## src/hw/rtl/thermocouple_frame_reader_assert.svh

```systemverilog
// Assertion macros shared by the thermocouple frame reader RTL.
`ifndef THERMOCOUPLE_FRAME_READER_ASSERT_SVH
`define THERMOCOUPLE_FRAME_READER_ASSERT_SVH

`ifndef SYNTHESIS
// Same-cycle implication, checked while out of reset.
`define TFR_ASSERT_SAME(label, clk, rstn, ante, cons, msg) \
    label: assert property (@(posedge clk) disable iff (!(rstn)) (ante) |-> (cons)) \
        else $error(msg);
// Next-cycle implication, checked while out of reset.
`define TFR_ASSERT_NEXT(label, clk, rstn, ante, cons, msg) \
    label: assert property (@(posedge clk) disable iff (!(rstn)) (ante) |=> (cons)) \
        else $error(msg);
`else
`define TFR_ASSERT_SAME(label, clk, rstn, ante, cons, msg)
`define TFR_ASSERT_NEXT(label, clk, rstn, ante, cons, msg)
`endif

`endif

```

## src/hw/rtl/tfr_pkg.sv

```systemverilog
package tfr_pkg;

    localparam int TIME_W      = 32;
    localparam int FRAME_W     = 16;
    localparam int TEMP_W      = 12;
    localparam int CONV_W      = 16;
    localparam int FAULT_W     = 3;
    localparam int TEMP_LSB    = 3;
    localparam int S_TDATA_W   = 48;
    localparam int M_TDATA_W   = 16;
    localparam int M_TUSER_W   = 2;

    localparam logic [CONV_W-1:0] CONV_MS_RESET = 16'd220;

    // Per-channel state entry.
    typedef struct packed {
        logic [TIME_W-1:0]        last_time;
        logic signed [TEMP_W-1:0] held;
    } tfr_entry_t;

    // One result item.
    typedef struct packed {
        logic signed [TEMP_W-1:0] temperature_q;
        logic                     healthy;
        logic                     frame_used;
    } tfr_result_t;

endpackage

```

## src/hw/rtl/tfr_state_mem.sv

```systemverilog
module tfr_state_mem #(
    parameter int DEPTH  = 2,
    parameter int ADDR_W = 1
) (
    input  logic                aclk,
    input  logic                aresetn,
    input  logic                rd_en,
    input  logic [ADDR_W-1:0]   rd_addr,
    output tfr_pkg::tfr_entry_t rd_data,
    input  logic                wr_en,
    input  logic [ADDR_W-1:0]   wr_addr,
    input  tfr_pkg::tfr_entry_t wr_data
);
    import tfr_pkg::*;

    tfr_entry_t       state_mem [DEPTH];
    logic [DEPTH-1:0] valid_reg;
    logic [DEPTH-1:0] valid_next;
    tfr_entry_t       rd_data_reg;
    logic             rd_in_range;

    assign rd_in_range = (32'(rd_addr) < DEPTH);
    assign rd_data     = rd_data_reg;

    // Mark an entry valid on its first write; unwritten entries read as zero.
    always_comb begin
        valid_next = valid_reg;
        if (wr_en) begin
            valid_next[wr_addr] = 1'b1;
        end
    end

    always_ff @(posedge aclk) begin
        if (!aresetn) begin
            valid_reg <= '0;
        end else begin
            valid_reg <= valid_next;
        end
    end

    always_ff @(posedge aclk) begin
        if (wr_en) begin
            state_mem[wr_addr] <= wr_data;
        end
    end

    // Registered read; forward a write to the same entry in the same cycle.
    always_ff @(posedge aclk) begin
        if (rd_en) begin
            if (wr_en && (wr_addr == rd_addr)) begin
                rd_data_reg <= wr_data;
            end else if (rd_in_range && valid_reg[rd_addr]) begin
                rd_data_reg <= state_mem[rd_addr];
            end else begin
                rd_data_reg <= '0;
            end
        end
    end

endmodule

```

## src/hw/rtl/tfr_update.sv

```systemverilog
module tfr_update (
    input  logic                        in_range,
    input  logic [tfr_pkg::TIME_W-1:0]  now_ms,
    input  logic [tfr_pkg::FRAME_W-1:0] raw_frame,
    input  logic [tfr_pkg::CONV_W-1:0]  conv_ms,
    input  tfr_pkg::tfr_entry_t         entry,
    output tfr_pkg::tfr_result_t        result,
    output logic                        wr_req,
    output tfr_pkg::tfr_entry_t         wr_entry
);
    import tfr_pkg::*;

    logic [TIME_W-1:0]        elapsed;
    logic                     used;
    logic                     fault;
    logic                     empty;
    logic signed [TEMP_W-1:0] decoded;
    logic signed [TEMP_W-1:0] temp_sel;

    assign elapsed = now_ms - entry.last_time;
    assign used    = (elapsed >= TIME_W'(conv_ms));
    assign fault   = (raw_frame[FAULT_W-1:0] != '0);
    assign empty   = (raw_frame == '0);
    assign decoded = raw_frame[TEMP_LSB +: TEMP_W];

    // Take the new reading only from a clean, non-empty frame.
    assign temp_sel = (used && !fault && !empty) ? decoded : entry.held;

    always_comb begin
        result.temperature_q = in_range ? temp_sel : '0;
        result.healthy       = in_range && !(used && fault);
        result.frame_used    = in_range && used;
    end

    assign wr_req             = in_range && used;
    assign wr_entry.last_time = now_ms;
    assign wr_entry.held      = temp_sel;

endmodule

```

## src/hw/rtl/thermocouple_frame_reader.sv

```systemverilog
// A request waits in stage 1 for its state read, then in the output register. Throughput: one
// request per cycle unless m_tready stalls the output, set by the single read-modify-write of
// the state memory; a written entry is forwarded to a same-channel read in the same cycle.
// Reset: synchronous, active low; conv_ms returns to 220 and all channel state reads as zero
// at once (per-entry valid bits), so requests are taken from the first cycle after reset.
module thermocouple_frame_reader #(
    parameter int CHANNELS = 2
) (
    input  logic                          aclk,
    input  logic                          aresetn,
    // Configuration: conv_ms write.
    input  logic                          cfg_valid,
    output logic                          cfg_ready,
    input  logic [tfr_pkg::CONV_W-1:0]    cfg_data,
    // Request stream.
    input  logic                          s_tvalid,
    output logic                          s_tready,
    input  logic [tfr_pkg::S_TDATA_W-1:0] s_tdata,   // [31:0] now_ms, [47:32] raw_frame
    input  logic                          s_tuser,   // [0] channel
    // Result stream.
    output logic                          m_tvalid,
    input  logic                          m_tready,
    output logic [tfr_pkg::M_TDATA_W-1:0] m_tdata,   // [11:0] temperature_q, [15:12] zero
    output logic [tfr_pkg::M_TUSER_W-1:0] m_tuser    // [0] healthy, [1] frame_used
);
    import tfr_pkg::*;

    `include "thermocouple_frame_reader_assert.svh"

    localparam int ADDR_W = (CHANNELS > 1) ? $clog2(CHANNELS) : 1;

    // Configuration register.
    logic [CONV_W-1:0]  conv_ms_reg;

    // Stage 1: request waiting on its state read.
    logic               s1_valid_reg;
    logic               s1_channel_reg;
    logic [TIME_W-1:0]  s1_now_reg;
    logic [FRAME_W-1:0] s1_frame_reg;

    // Output register.
    logic               m_valid_reg;
    tfr_result_t        m_result_reg;

    logic               s_xfer;
    logic               advance;
    logic               s1_fire;
    logic               s1_in_range;
    tfr_entry_t         rd_entry;
    tfr_entry_t         wr_entry;
    tfr_result_t        s1_result;
    logic               wr_req;
    logic               mem_wr_en;

    // Config writes are always taken.
    assign cfg_ready = 1'b1;

    always_ff @(posedge aclk) begin
        if (!aresetn) begin
            conv_ms_reg <= CONV_MS_RESET;
        end else if (cfg_valid && cfg_ready) begin
            conv_ms_reg <= cfg_data;
        end
    end

    // Advance the output register whenever it is empty or being drained.
    assign advance  = !m_valid_reg || m_tready;
    assign s1_fire  = s1_valid_reg && advance;
    assign s_tready = !s1_valid_reg || advance;
    assign s_xfer   = s_tvalid && s_tready;

    assign s1_in_range = (32'(s1_channel_reg) < CHANNELS);
    assign mem_wr_en   = s1_fire && wr_req;

    always_ff @(posedge aclk) begin
        if (!aresetn) begin
            s1_valid_reg <= 1'b0;
        end else if (s_tready) begin
            s1_valid_reg <= s_tvalid;
        end
    end

    // Hold the request payload while stage 1 is stalled.
    always_ff @(posedge aclk) begin
        if (s_xfer) begin
            s1_channel_reg <= s_tuser;
            s1_now_reg     <= s_tdata[TIME_W-1:0];
            s1_frame_reg   <= s_tdata[TIME_W +: FRAME_W];
        end
    end

    tfr_state_mem #(
        .DEPTH  (CHANNELS),
        .ADDR_W (ADDR_W)
    ) u_state_mem (
        .aclk    (aclk),
        .aresetn (aresetn),
        .rd_en   (s_xfer),
        .rd_addr (ADDR_W'(s_tuser)),
        .rd_data (rd_entry),
        .wr_en   (mem_wr_en),
        .wr_addr (ADDR_W'(s1_channel_reg)),
        .wr_data (wr_entry)
    );

    tfr_update u_update (
        .in_range  (s1_in_range),
        .now_ms    (s1_now_reg),
        .raw_frame (s1_frame_reg),
        .conv_ms   (conv_ms_reg),
        .entry     (rd_entry),
        .result    (s1_result),
        .wr_req    (wr_req),
        .wr_entry  (wr_entry)
    );

    always_ff @(posedge aclk) begin
        if (!aresetn) begin
            m_valid_reg <= 1'b0;
        end else if (advance) begin
            m_valid_reg <= s1_valid_reg;
        end
    end

    always_ff @(posedge aclk) begin
        if (s1_fire) begin
            m_result_reg <= s1_result;
        end
    end

    assign m_tvalid = m_valid_reg;
    assign m_tdata  = {{(M_TDATA_W-TEMP_W){1'b0}}, m_result_reg.temperature_q};
    assign m_tuser  = {m_result_reg.frame_used, m_result_reg.healthy};

    `TFR_ASSERT_SAME(a_wr_in_range, aclk, aresetn, mem_wr_en, s1_in_range && s1_result.frame_used, "state write for a request that did not read its frame")
    `TFR_ASSERT_SAME(a_out_of_range_zero, aclk, aresetn, s1_valid_reg && !s1_in_range, s1_result == '0, "out-of-range channel gave a nonzero result")
    `TFR_ASSERT_SAME(a_fault_used, aclk, aresetn, s1_valid_reg && s1_in_range && !s1_result.healthy, s1_result.frame_used, "unhealthy result without a frame read")
    `TFR_ASSERT_NEXT(a_fire_loads_out, aclk, aresetn, s1_fire, m_valid_reg, "request left stage 1 without reaching the output register")

endmodule

```

## config.mk

```make
export PLATFORM = sky130hd
export DESIGN_NAME = thermocouple_frame_reader
export DESIGN_NICKNAME = d
export VERILOG_FILES = /design/src/hw/rtl/tfr_pkg.sv /design/src/hw/rtl/tfr_state_mem.sv /design/src/hw/rtl/tfr_update.sv /design/src/hw/rtl/thermocouple_frame_reader.sv
export VERILOG_INCLUDE_DIRS = /design/src /design/src/hw/rtl
export SDC_FILE = /design/constraint.sdc
export NUM_CORES = 1
export LEC_CHECK = 0
export BUFFER_PORTS_ARGS = -buffer_cell sky130_fd_sc_hd__buf_4
export CAP_MARGIN = 20
export CELL_PAD_IN_SITES_DETAIL_PLACEMENT = 1
export CELL_PAD_IN_SITES_GLOBAL_PLACEMENT = 2
export CORE_AREA = 4 4 174 176
export DETAILED_ROUTE_END_ITERATION = 8
export DIE_AREA = 0 0 178 180
export PLACE_DENSITY_LB_ADDON = 0.2
export SYNTH_ARGS = -nofsm -noshare
export SYNTH_HDL_FRONTEND = slang
export SYNTH_HIERARCHICAL = 1
export SYNTH_SLANG_ARGS = --single-unit
```

## constraint.sdc

```tcl
create_clock -name aclk -period 7.86 [get_ports aclk]
set_clock_uncertainty 0.05 [all_clocks]
set_input_delay 0.786 -clock aclk [delete_from_list [all_inputs] [get_ports aclk]]
set_output_delay 0.786 -clock aclk [all_outputs]
set_load 0.1 [all_outputs]
```

# ---- After elaboration in Yosys (flattened, before gate mapping)
# Memories as Yosys holds them, arrays and structs flattened.
# Index checks and enable logic that the tools add are counted.
dict set report totals {
  mem_count 1
  regBits 127
  inputBits 70
  mem_bits_rw 88
  out_inout_bits 21
  word_cells 46
}
# memory depth word_bits rd rd_clocked_by_memory_dff write_ports line
set memory_table {}
lappend memory_table {u_state_mem.state_mem 2 44 1 0 1 tfr_state_mem.sv:16} ;# tfr_entry_t state_mem [DEPTH];
dict set report op_classes {
  bitwise_logic 1
  add_sub_neg 1
  reduce_logical 17
  magnitude_cmp 4
  n_eq_ne 1
  muxes 9
}
# cell count
set op_table {}
lappend op_table {{44-bit 2-to-1 mux} 2}
lappend op_table {{32-bit by 16-bit greater-or-equal comparator with 1-bit output} 1}
lappend op_table {{32-bit subtractor} 1}
lappend op_table {{16-bit zero test} 1}
lappend op_table {{12-bit 2-to-1 mux} 1}
lappend op_table {{1-bit logical AND} 8}
lappend op_table {{1-bit zero test} 5}
lappend op_table {{1-bit 2-to-1 mux} 5}
lappend op_table {{1-bit by 2-bit < comparator with 1-bit output (second input constant)} 2}
lappend op_table {{3-bit nonzero test} 1}
lappend op_table {{1-bit logical OR} 2}
lappend op_table {{2-bit OR} 1}
lappend op_table {{1-bit demux with 1-bit select} 1}
lappend op_table {{1-bit equality test} 1}
lappend op_table {{1-bit greater-or-equal comparator (second input constant)} 1}

# ---- Depth between registers and ports, before layout
# Gate-level depths: netlist (run 1).
dict set report logic_depth {
  depth_word 6
  depth_mapped 23
  depth_no_buf 22
}

# ---- By module
# Netlist (run 1), hierarchy kept.
# module instances cells_per_inst seq_area_each_um2 area_per_inst_um2
set modules_own_cells {}
lappend modules_own_cells {tfr_state_mem 1 286 4003.8 5454.0}
lappend modules_own_cells {tfr_update 1 496 0.0 3234.4}
lappend modules_own_cells {thermocouple_frame_reader 1 132 2252.2 2636.3}

# ---- Worst setup path after synthesis (run 1)
# No wires, ideal clock.
dict set report synth_path {
  kind {flip-flop to flip-flop}
  startpoint {register s1_now_reg[0]}
  endpoint {memory u_state_mem/state_mem[0][0] (netlist bit), enable pin}
  required_time_ns 7.358
  path_buffers 0
  arrival_time_ns 5.332
  setup_time_ns 0.452
  path_stages_with_launch 22
  slack_ns 2.027
  path_cell_list {edfxtp_1 > inv_1 > ha_1 > fa_1 > nand2b_1 > a21oi_1 > o21ai_0 > a21oi_1 > nor2_1 > xnor2_1 > ha_1 > and3_1 > o21ai_0 > o2111ai_1 > nor4_1 > or4b_1 > or4_1 > a2111oi_2 > and4_4 > nor2b_1 > and3_1 > nor2b_1}
}
dict set report synth_between {
  elab_chain_len 5
}
# element line
set synth_rtl {}
lappend synth_rtl {{start, declared} thermocouple_frame_reader.sv:38} ;# logic [TIME_W-1:0] s1_now_reg;
lappend synth_rtl {{start signal, assigned} thermocouple_frame_reader.sv:87} ;# s1_now_reg <= s_tdata[TIME_W-1:0];
lappend synth_rtl {{32-bit subtractor} tfr_update.sv:20} ;# assign elapsed = now_ms - entry.last_time;
lappend synth_rtl {{32-bit by 16-bit greater-or-equal comparator with 1-bit output} tfr_update.sv:21} ;# assign used = (elapsed >= TIME_W'(conv_ms));
lappend synth_rtl {{named net wr_req} thermocouple_frame_reader.sv:52} ;# logic wr_req;
lappend synth_rtl {{1-bit logical AND} thermocouple_frame_reader.sv:73} ;# assign mem_wr_en = s1_fire && wr_req;
lappend synth_rtl {{named net mem_wr_en} thermocouple_frame_reader.sv:53} ;# logic mem_wr_en;
lappend synth_rtl {{1-bit 2-to-1 mux} tfr_state_mem.sv:42} ;# if (wr_en) begin
lappend synth_rtl {{1-bit 2-to-1 mux (not written as such)} tfr_state_mem.sv:43} ;# state_mem[wr_addr] <= wr_data;
lappend synth_rtl {{end, declared} tfr_state_mem.sv:16}
# The timed path passes the listed nets, and every way through them passes these cells.

# ---- Final worst setup path (run 1)
dict set report layout_path {
  startpoint {register s1_now_reg[0]}
  endpoint {register u_state_mem.rd_data_reg, in the netlist u_state_mem/rd_data[1] (data pin)}
}
dict set report layout_between {
  word_cells_on_any_way 8
  cone_classes {add/sub: 1; order compare: 1; mux: 2; reduce/logical: 4}
}
# element line
set layout_rtl {}
lappend layout_rtl {{32-bit subtractor} tfr_update.sv:20}
lappend layout_rtl {{32-bit by 16-bit greater-or-equal comparator with 1-bit output} tfr_update.sv:21}
lappend layout_rtl {{named net wr_req} thermocouple_frame_reader.sv:52}
lappend layout_rtl {{1-bit logical AND} thermocouple_frame_reader.sv:73}
lappend layout_rtl {{named net mem_wr_en} thermocouple_frame_reader.sv:53}
lappend layout_rtl {{1-bit logical AND} tfr_state_mem.sv:50} ;# if (wr_en && (wr_addr == rd_addr)) begin
lappend layout_rtl {{44-bit 2-to-1 mux} tfr_state_mem.sv:50}
lappend layout_rtl {{end signal, assigned} tfr_state_mem.sv:51} ;# rd_data_reg <= wr_data;
lappend layout_rtl {{end signal, assigned} tfr_state_mem.sv:53} ;# rd_data_reg <= state_mem[rd_addr];
lappend layout_rtl {{end, declared} tfr_state_mem.sv:19} ;# tfr_entry_t rd_data_reg;
# The timed path passes the listed nets, and every way through them passes these cells.
# A chain may end at the register's enable or synchronous reset.

==> results.tsv, run 1 <==
metric	value	unit
antenna_cells	0	
fmax	0.155	GHz
rsz0062_at_grt	no	
start_util	39.6	%
ys_async_sr_fraction	0	%
ant_nets	0	
ios	91	
worst_path_largest_cell_delay	0.69	ns
root_buffer	clkbuf_16	
final_max_slew_viol_count	0	
vias_per_cell	5.01	
h-tree-depth	1	
end_kind	flip-flop	
critPathLaunchType	flip-flop	
overflow	0	
power.leakage	5.13	nW
ys_seq_area_share	55.2	%
coreArea	0.0286	mm²
post_cts_buffers	0	
dp_hpwl	17300	µm
cp.arrival	6.67	ns
clock_latency	0.52	ns
drtIter0Drc	317	
finish.cell_count_without_fillers	1367	
wl	25200	µm
worstPathRequired	8.07	ns
avgSynthCellArea	12.4	µm²
cts_tree	built	
cts.clk_slew.worst_paths	0.06	ns
min-delay-start	s_tdata[8]	
synth_area	0.0113	mm²
reg2reg_to	u_state_mem/rd_data[1]	
worstMarginPinSlew	1.04	ns
vias	6849	
crit_chain	inv_1 -> ha_1 -> fa_1 -> nand2b_1 -> a21oi_1 -> o21ai_0 -> a21oi_1 -> nor2_1 -> xnor2_1 -> ha_1 -> and3_1 -> o21ai_0 -> o2111ai_1 -> nor4_1 -> or4b_1 -> or4_1 -> a2111oi_2 -> and4_4 -> nor2b_1 -> and3_1 -> nand2_4 -> mux2_2	
grt_max_degree	61	
die_y	180	µm
ys_ff_latch	215	
antenna_found_initial	1	
dieArea	0.0320	mm²
synth.top_cell.area_share	51.7	%
numPortBuffers	85	
ys_types	65	
area_growth_syn_to_layout	13.1	%
holdPathStages	1	
numCtsBuffers	25	
gp_congestion	0.831	
grt_pass1_vias	7612	
largest_reg_flops	88	
yosys-top-cells-area	edfxtp_1, mux2i_1, mux2_4	
finalCritPeriodShare	82.2	%
track_usage	15.7	%
setup_tns	0	ns
wl_per_cell	18.5	µm
synth_warnings	6	
worst_path_max_delay_cell	nand2_4	
synth_cells	914	
power-per-cell-area	229	mW/mm²
critPathKind	flip-flop to flip-flop	
rows	62	
reg2reg_depth	22	
maxCapViolations	0	
drc_errors	0	
synth_edf_count	195	
period_needed	6.46	ns
nNetsFinal	1085	
synth_area_leader_cell	edfxtp_1	
status	finished, final reports clean	
ctsHoldBuffers	0	
crit_fanout	44	
die_w	178	µm
first_pass_iters	4	
hold_end	s1_now_reg[8]	
finalHoldViolCount	0	
ctsResizeCount	0	
ir_drop	0.139	mV
min_path_type	primary input to flip-flop	
clockBufferDepth	3	
maxSlewHeadroom	29.2	%
cts_sinks	215	
reg2reg_slack	1.40	ns
setup_viol	0	
reg2reg_from	s1_now_reg[0]	
ys.flop_type	edfxtp_1	
drive_gt1_share	20.9	%
grt_pass1_wl	40800	µm
dp.cells	1324	
[cells in the final DEF (no fill, tap or decap), types with 4 or more instances in the layout]
cell type  netlist  final
edfxtp_1       195    195
buf_4           38     90
nor2_1          73     73
mux2i_1         72     72
nand2_1         71     71
inv_1           62     62
ha_1            47     47
mux2_4          46     46
a21oi_1         43     43
o21ai_0         30     30
clkbuf_16        0     25
dfxtp_1         20     20
nor2b_1         16     15
nand2b_1        13     13
xnor2_1         13     13
nand4_1         13     13
nor3_1          12     12
clkinv_2         0      8
mux2_2           8      8
o21a_1           8      8
xor2_1           8      8
and3_1           7      7
a21o_1           7      7
nand3_1          7      7
conb_1           2      6
a21oi_2          6      6
nor4_1           6      6
a31oi_1          5      5
clkbuf_1         5      4
bufinv_16        0      4
o21ai_1          4      4
[per-layer routing]
| layer | track usage, % | routed length (µm) |
|---|---|---|
| met5 | 0 | 0 |
| met4 | 3.28 | 444 |
| met1 | 22.1 | 12000 |
| met3 | 2.84 | 1230 |
| met2 | 25.6 | 11600 |
[cells by family (layout without fill, tap and decap cells)]
| kind of cell | after synthesis | count (layout) | share of synthesized area, % |
|---|---|---|---|
| mux | 127 | 127 | 13.5 |
| compound gates | 133 | 133 | 7.41 |
| buf+inv | 130 | 195 | 6.64 |
| simple gates | 237 | 237 | 10.0 |
| other cells | 2 | 6 | 0.0663 |
| fa+ha+maj | 48 | 48 | 5.37 |
| flops | 215 | 215 | 55.2 |
| xor+xnor | 22 | 22 | 1.77 |
[synth_stat cells (6+ instances only)]
cell type / instances
edfxtp_1: 195
nor2_1: 73
mux2i_1: 72
nand2_1: 71
inv_1: 62
ha_1: 47
mux2_4: 46
a21oi_1: 43
buf_4: 38
o21ai_0: 30
dfxtp_1: 20
nor2b_1: 16
nand2b_1: 13
nand4_1: 13
xnor2_1: 13
buf_2: 12
buf_6: 12
nor3_1: 12
mux2_2: 8
o21a_1: 8
xor2_1: 8
a21o_1: 7
and3_1: 7
nand3_1: 7
a21oi_2: 6
nor4_1: 6
[report_power, final]
group	switching [W]	leakage [nW]	internal, W
combinational	0.000264	2.70	0.000169
sequential	0.0000267	2.03	0.00130
clock	0.000455	0.405	0.000712
total	0.000746	5.13	0.00218
[worst max-delay path by stage]
stage,slack (ns),cells after the start,startpoint,end
2_1_floorplan,2.03,21,s1_now_reg[0],u_state_mem/state_mem[0][0]
3_3_place_gp,1.53,22,s1_now_reg[0],u_state_mem/rd_data[2]
3_5_place_dp,1.40,22,s1_now_reg[0],u_state_mem/rd_data[43]
4_1_cts,1.37,22,s1_now_reg[0],u_state_mem/rd_data[43]
5_1_grt,0.86,22,s1_now_reg[0],u_state_mem/rd_data[1]
6_report,1.40,22,s1_now_reg[0],u_state_mem/rd_data[1]
[per-stage QoR]
stage | area [µm²] | utilization, % | power, W | setup WS, ns | hold slack [ns]
CTS | 12800 | 44.7 | 0.00298 | 1.37 | 0.355
global placement | 12000 | 41.9 | 0.00178 | 1.53 | 0.409
global route | 12800 | 44.7 | 0.00308 | 0.856 | 0.347
detailed placement | 12000 | 41.9 | 0.00179 | 1.40 | 0.418
finish | 12800 | 44.7 | 0.00293 | 1.40 | 0.384
floorplan | 11300 | - | 0.00168 | 2.03 | 0.391
[final cells by class]
| cell class | count | area [µm²] |
|---|---|---|
| well taps | 384 | 480 |
| inverters | 62 | 233 |
| flip-flops and latches | 215 | 6260 |
| fillers | 3010 | 15800 |
| clock buffers | 29 | 641 |
| clock inverters | 14 | 176 |
| repair buffers | 90 | 676 |
| multi-input cells | 573 | 4340 |
[worst max-delay path, delay by kind of cell (launching register included)]
kind	cells	cell delay, ns
compound gates	6	1.31
xor+xnor	1	0.14
fa+ha+maj	3	0.92
buf+inv	1	0.06
flops	1	0.39
mux	1	0.42
simple gates	10	2.86
Note: power is estimated with default switching activity, not from simulation.
==> run 2: changes to the inputs <==
- CORE_AREA: 4 4 174 176 -> 4 4 178 180
- DIE_AREA: 0 0 178 180 -> 0 0 182 184
- clock period: 7.86 -> 5.5 ns (I/O delays scaled with it)
==> results.tsv, run 2 (same netlist as run 1, synthesis figures left out) <==
metric	value	unit	change
status	finished, final reports clean		
numPortBuffers	85		unchanged
final_max_slew_viol_count	0		unchanged
finalHoldViolCount	0		unchanged
ant_nets	0		unchanged
area_growth_syn_to_layout	19.4	%	
ctsHoldBuffers	0		unchanged
final_cell_mix	edfxtp_1, buf_4, mux2i_1, nor2_1, nand2_1		
finalCritPeriodShare	96.9	%	+15 points
dpl-instance-area	0.0126	mm²	+4.8%
largest_reg_flops	88		unchanged
worstMarginPinSlew	0.812	ns	-0.224 ns
h-tree-depth	1		unchanged
coreArea	0.0302	mm²	+5.5%
die_w	182	µm	+2.2%
final_cell_area	0.0135	mm²	+5.6%
drtIter0Drc	286		-9.8%
rsz0062_at_grt	yes		
wl	26400	µm	+4.6%
ios	91		unchanged
drive_gt1_share	27.4	%	+6.5 points
clockBufferDepth	3		unchanged
maxSlewHeadroom	45.9	%	+17 points
cts.clk_slew.worst_paths	0.06	ns	about the same
cp.arrival	5.54	ns	-1.13 ns
overflow	0		unchanged
min-delay-start	s_tdata[35]		
wl_per_cell	18.2	µm	-1.5%
power.leakage	5.49	nW	+7.0%
fin_ws	0.171	ns	-1.23 ns
cts_sinks	215		unchanged
vias_per_cell	4.92		-1.7%
dieArea	0.0335	mm²	+4.5%
fmax	0.188	GHz	+21%
first_pass_iters	4		unchanged
numCtsBuffers	24		-4.0%
dp_hpwl	18700	µm	+8.4%
critPathKind	flip-flop to flip-flop		
rows	64		+3.2%
setup_viol	0		unchanged
final_common_cell	edfxtp_1		
maxCapViolations	0		unchanged
nNetsFinal	1158		+6.7%
min_path_type	primary input to flip-flop		
die_y	184	µm	+2.2%
power	0.00406	W	+39%
grt_max_degree	56		-8.2%
reg2reg_from	s1_now_reg[0]		
track_usage	15.4	%	-0.34 points
root_buffer	clkbuf_16		
start_util	37.5	%	-2.0 points
cp-startpoint	s1_now_reg[0]		
clock_latency	0.52	ns	about the same
antenna_cells	0		unchanged
critPathLaunchType	flip-flop		
period_needed	5.33	ns	-1.13 ns
vias	7151		+4.4%
antenna_found_initial	1		unchanged
gp_congestion	0.804		-3.3%
crit_fanout	9		-80%
worstPathRequired	5.71	ns	-2.36 ns
preCtsSetupSlack	-0.374	ns	-1.77 ns
drc_errors	0		unchanged
ir_drop	0.270	mV	+93%
grt_pass1_wl	41500	µm	+1.9%
cts_tree	built		
power-per-cell-area	301	mW/mm²	+31%
grt_pass1_vias	7603		-0.12%
end_kind	flip-flop		
setup_tns	0	ns	unchanged
==> run 2: changes by cell type in the layout (fill, tap and decap cells not counted), sizes merged <==
| cell | change |
|---|---|
| buf | +72 |
| bufinv | -4 |
| clkinv | +2 |
| clkbuf | +1 |
| clkinvlp | +1 |
| nor2 | +1 |
==> run 2: routing by layer <==
metal,global-route usage (%),wire length (µm),up-vias
met1,21.7,12700,3497
met2,25.6,12400,104
met4,2.46,292,0
li1,-,-,3524
met3,2.69,1030,26
met5,0,0,-
==> run 2: repair_timing <==
item	in CTS	in global routing
cloned	2	2
setup endpoints to repair	154	154
buffers inserted	5	2
resized for setup	17	13
pin swaps	9	14
==> run 2: final timing paths <==
check,cells past startpoint,endpoint,slack [ns]
max reg2reg,23,u_state_mem/rd_data[13],0.17
min reg2reg,2,conv_ms_reg[2],0.43
min,1,s1_frame_reg[3],0.16
max,23,u_state_mem/rd_data[13],0.17
==> run 2: layout make-up <==
| class | instances | area, µm² |
|---|---|---|
| clock buffers | 29 | 651 |
| clock inverters | 13 | 67.6 |
| inverters | 62 | 233 |
| flip-flops and latches | 215 | 6260 |
| fillers | 3168 | 16700 |
| well taps | 396 | 495 |
| repair buffers | 163 | 1340 |
| multi-input cells | 574 | 4480 |
==> run 2: per-stage QoR <==
step / hold WS (ns) / utilization, % / instances
2_1_floorplan: 0.391 / - / 918
3_3_place_gp: 0.405 / 41.6 / 1401
3_5_place_dp: 0.422 / 41.6 / 1401
4_1_cts: 0.128 / 44.6 / 1450
5_1_grt: 0.123 / 44.8 / 1452
6_report: 0.158 / 44.8 / 1452
==> run 2: critical path: stages (launching register included) <==
cell       delay (ns)
edfxtp_1         0.37
inv_1            0.05
ha_2             0.18
fa_2             0.33
nand2b_4         0.16
a21oi_4          0.13
o21ai_2          0.09
a21oi_2          0.18
nor2_2           0.06
xnor2_1          0.17
ha_1             0.28
and3_1           0.15
o21ai_1          0.14
o2111ai_1        0.13
nor4_1           0.17
or4b_1           0.45
or4_4            0.56
a2111oi_4        0.19
and4_4           0.32
nor2b_4          0.05
and3_4           0.20
nand2_8          0.14
buf_12           0.17
mux2_4           0.31
==> run 2: report_power, final <==
| part | total (W) | internal [W] | switching, W |
|---|---|---|---|
| sequential | 0.00190 | 0.00186 | 0.0000418 |
| clock | 0.00147 | 0.000838 | 0.000633 |
| combinational | 0.000689 | 0.000297 | 0.000393 |
==> run 3: changes to the inputs <==
- ABC_AREA: default -> 1
- CORE_AREA: 4 4 178 180 -> 4 4 191 193
- DIE_AREA: 0 0 182 184 -> 0 0 195 197
==> results.tsv, run 3 <==
metric	value	unit	change
status	finished, final reports clean		
antenna_found_initial	0		-1
period_needed	4.79	ns	-0.543 ns
power.leakage	6.34	nW	+15%
avgSynthCellArea	8.58	µm²	-31%
cp_common_cell	nand2_1		
dieArea	0.0384	mm²	+15%
synthTopCellsByCount	nand2_1, inv_1, edfxtp_1		
worstPathRequired	5.72	ns	about the same
synth.top_cell.area_share	50.1	%	-1.6 points
maxCapViolations	0		unchanged
drtIter0Drc	409		+43%
vias_per_cell	4.63		-6.1%
area_growth_syn_to_layout	14.0	%	
whs	0.158	ns	-0.000450 ns
overflow	0		unchanged
ir_drop	0.207	mV	-23%
dp.cells	1839		+31%
cp_top_family	simple AND/OR/NAND/NOR gates		
worst_path_max_delay_cell	nor2_4		
rows	68		+6.3%
synth_cells	1362		+49%
ant_nets	0		unchanged
final_cell_area	0.0133	mm²	-1.4%
rsz0062_at_grt	no		
root_buffer	clkbuf_16		
finish.cell_count_without_fillers	1886		+30%
fmax	0.209	GHz	+11%
dp_hpwl	23500	µm	+26%
final_cell_mix	nand2_1, inv_1, edfxtp_1		
cts.clk_slew.worst_paths	0.06	ns	about the same
final_common_cell	nand2_1		
ios	91		unchanged
maxSlewHeadroom	27.0	%	-19 points
cts_tree	built		
ys_seq_area_share	53.5	%	-1.7 points
critPathLaunchType	flip-flop		
antenna_cells	0		unchanged
final_max_slew_viol_count	0		unchanged
gp_congestion	0.800		-0.50%
drc_errors	0		unchanged
min_path_type	primary input to flip-flop		
ys_async_sr_fraction	0	%	unchanged
numPortBuffers	85		unchanged
grt_pass1_wl	50900	µm	+23%
numCtsBuffers	26		+8.3%
ys_ff_latch	215		unchanged
synth_warnings	6		unchanged
wl_per_cell	17.1	µm	-6.0%
clockBufferDepth	3		unchanged
vias	8723		+22%
synth_area_leader_cell	edfxtp_1		
ctsHoldBuffers	0		unchanged
synth_area	0.0117	mm²	+3.2%
worstMarginPinSlew	1.09	ns	+0.279 ns
cp.arrival	5.00	ns	-0.54 ns
die_w	195	µm	+7.1%
end_kind	flip-flop		
cts_sinks	215		unchanged
finalHoldViolCount	0		unchanged
drive_gt1_share	10.8	%	-17 points
path_buf_inv	4		+2
start_util	33.8	%	-3.7 points
crit_fanout	26		+17
power	0.00416	W	+2.4%
largest_reg_flops	88		unchanged
worst_path_largest_cell_delay	0.49	ns	-0.07 ns
dpl-instance-area	0.0125	mm²	-0.43%
setup_viol	0		unchanged
finalCritPeriodShare	87.0	%	-9.9 points
synth_edf_count	195		unchanged
nNetsFinal	1531		+32%
grt_max_degree	53		-5.4%
critPathKind	flip-flop to flip-flop		
grt_pass1_vias	9186		+21%
setup_tns	0	ns	unchanged
coreArea	0.0345	mm²	+14%
yosys-top-cells-area	edfxtp_1, nand2_1, inv_1		
die_y	197	µm	+7.1%
ys_types	36		-45%
power-per-cell-area	312	mW/mm²	+3.9%
track_usage	16.5	%	+1.1 points
first_pass_iters	5		+1
h-tree-depth	1		unchanged
clock_latency	0.52	ns	about the same
yosysMostFrequentCell	nand2_1		
wl	32300	µm	+22%
ys.flop_type	edfxtp_1		
fill_cells	4170		+32%
==> run 3: through the flow <==
| stage | setup WS [ns] | utilization, % |
|---|---|---|
| after CTS | 0.309 | 38.5 |
| final | 0.714 | 38.6 |
| after floorplan | 1.33 | - |
| after global routing | 0.116 | 38.6 |
| after detailed placement | 0.342 | 36.2 |
| after global placement | 0.377 | 36.2 |
==> run 3: logic make-up (layout without fill, tap and decap cells) <==
group                    Yosys count  after routing  share of synthesized area, %
other                              2              6                        0.0643
buffers and inverters            302            367                          11.4
XOR/XNOR                          15             15                          1.12
flip-flops                       215            215                          53.5
adder cells (fa/ha/maj)           48             48                          5.20
AND/OR/NAND/NOR                  731            731                          26.3
AO/OA/AOI/OAI                     49             49                          2.28
==> run 3: power by group <==
part / internal (W) / switching, W
Sequential: 0.00186 / 0.0000419
Clock: 0.000935 / 0.000654
Combinational: 0.000213 / 0.000455
==> run 3: what timing repair did <==
action,4_1_cts,5_1_grt
setup endpoints to repair,0,21
endpoints found under the hold margin,0,0
setup buffers,0,0
resized for setup,0,1
==> run 3: worst reg2reg max path: cells and delay by family, from the launching register on <==
kind / cells / cell delay, ns
XOR/XNOR: 1 / 0.18
buffers and inverters: 4 / 0.68
AND/OR/NAND/NOR: 16 / 2.00
AO/OA/AOI/OAI: 4 / 0.36
flip-flops: 1 / 0.47
adder cells (fa/ha/maj): 3 / 0.80
==> run 3: final timing paths <==
path / start / end / slack (ns) / depth (start not counted)
hold / removal: s_tdata[10] / s1_now_reg[10] / 0.16 / 1
setup reg to reg: s1_now_reg[0] / u_state_mem/rd_data[41] / 0.71 / 28
hold reg to reg: conv_ms_reg[7] / conv_ms_reg[7] / 0.41 / 2
setup / recovery: s1_now_reg[0] / u_state_mem/rd_data[41] / 0.71 / 28
==> run 3: routing by layer <==
metal	up-vias	share of wire, %	GRT usage [%]
li1	4420	-	-
met1	4135	47	22.7
met2	138	48	28.7
met3	30	3.2	2.12
met4	0	1.4	2.72
met5	-	0	0
==> run 3: area by class of cell <==
class / count / area, µm² / share of cell area, %
sequential: 215 / 6260 / 46.9
multi-input combinational: 849 / 4130 / 31.0
inverter: 227 / 855 / 6.41
timing repair buffer: 94 / 731 / 5.48
clock buffer: 31 / 691 / 5.18
tap: 455 / 569 / 4.27
clock inverter: 15 / 96.3 / 0.723
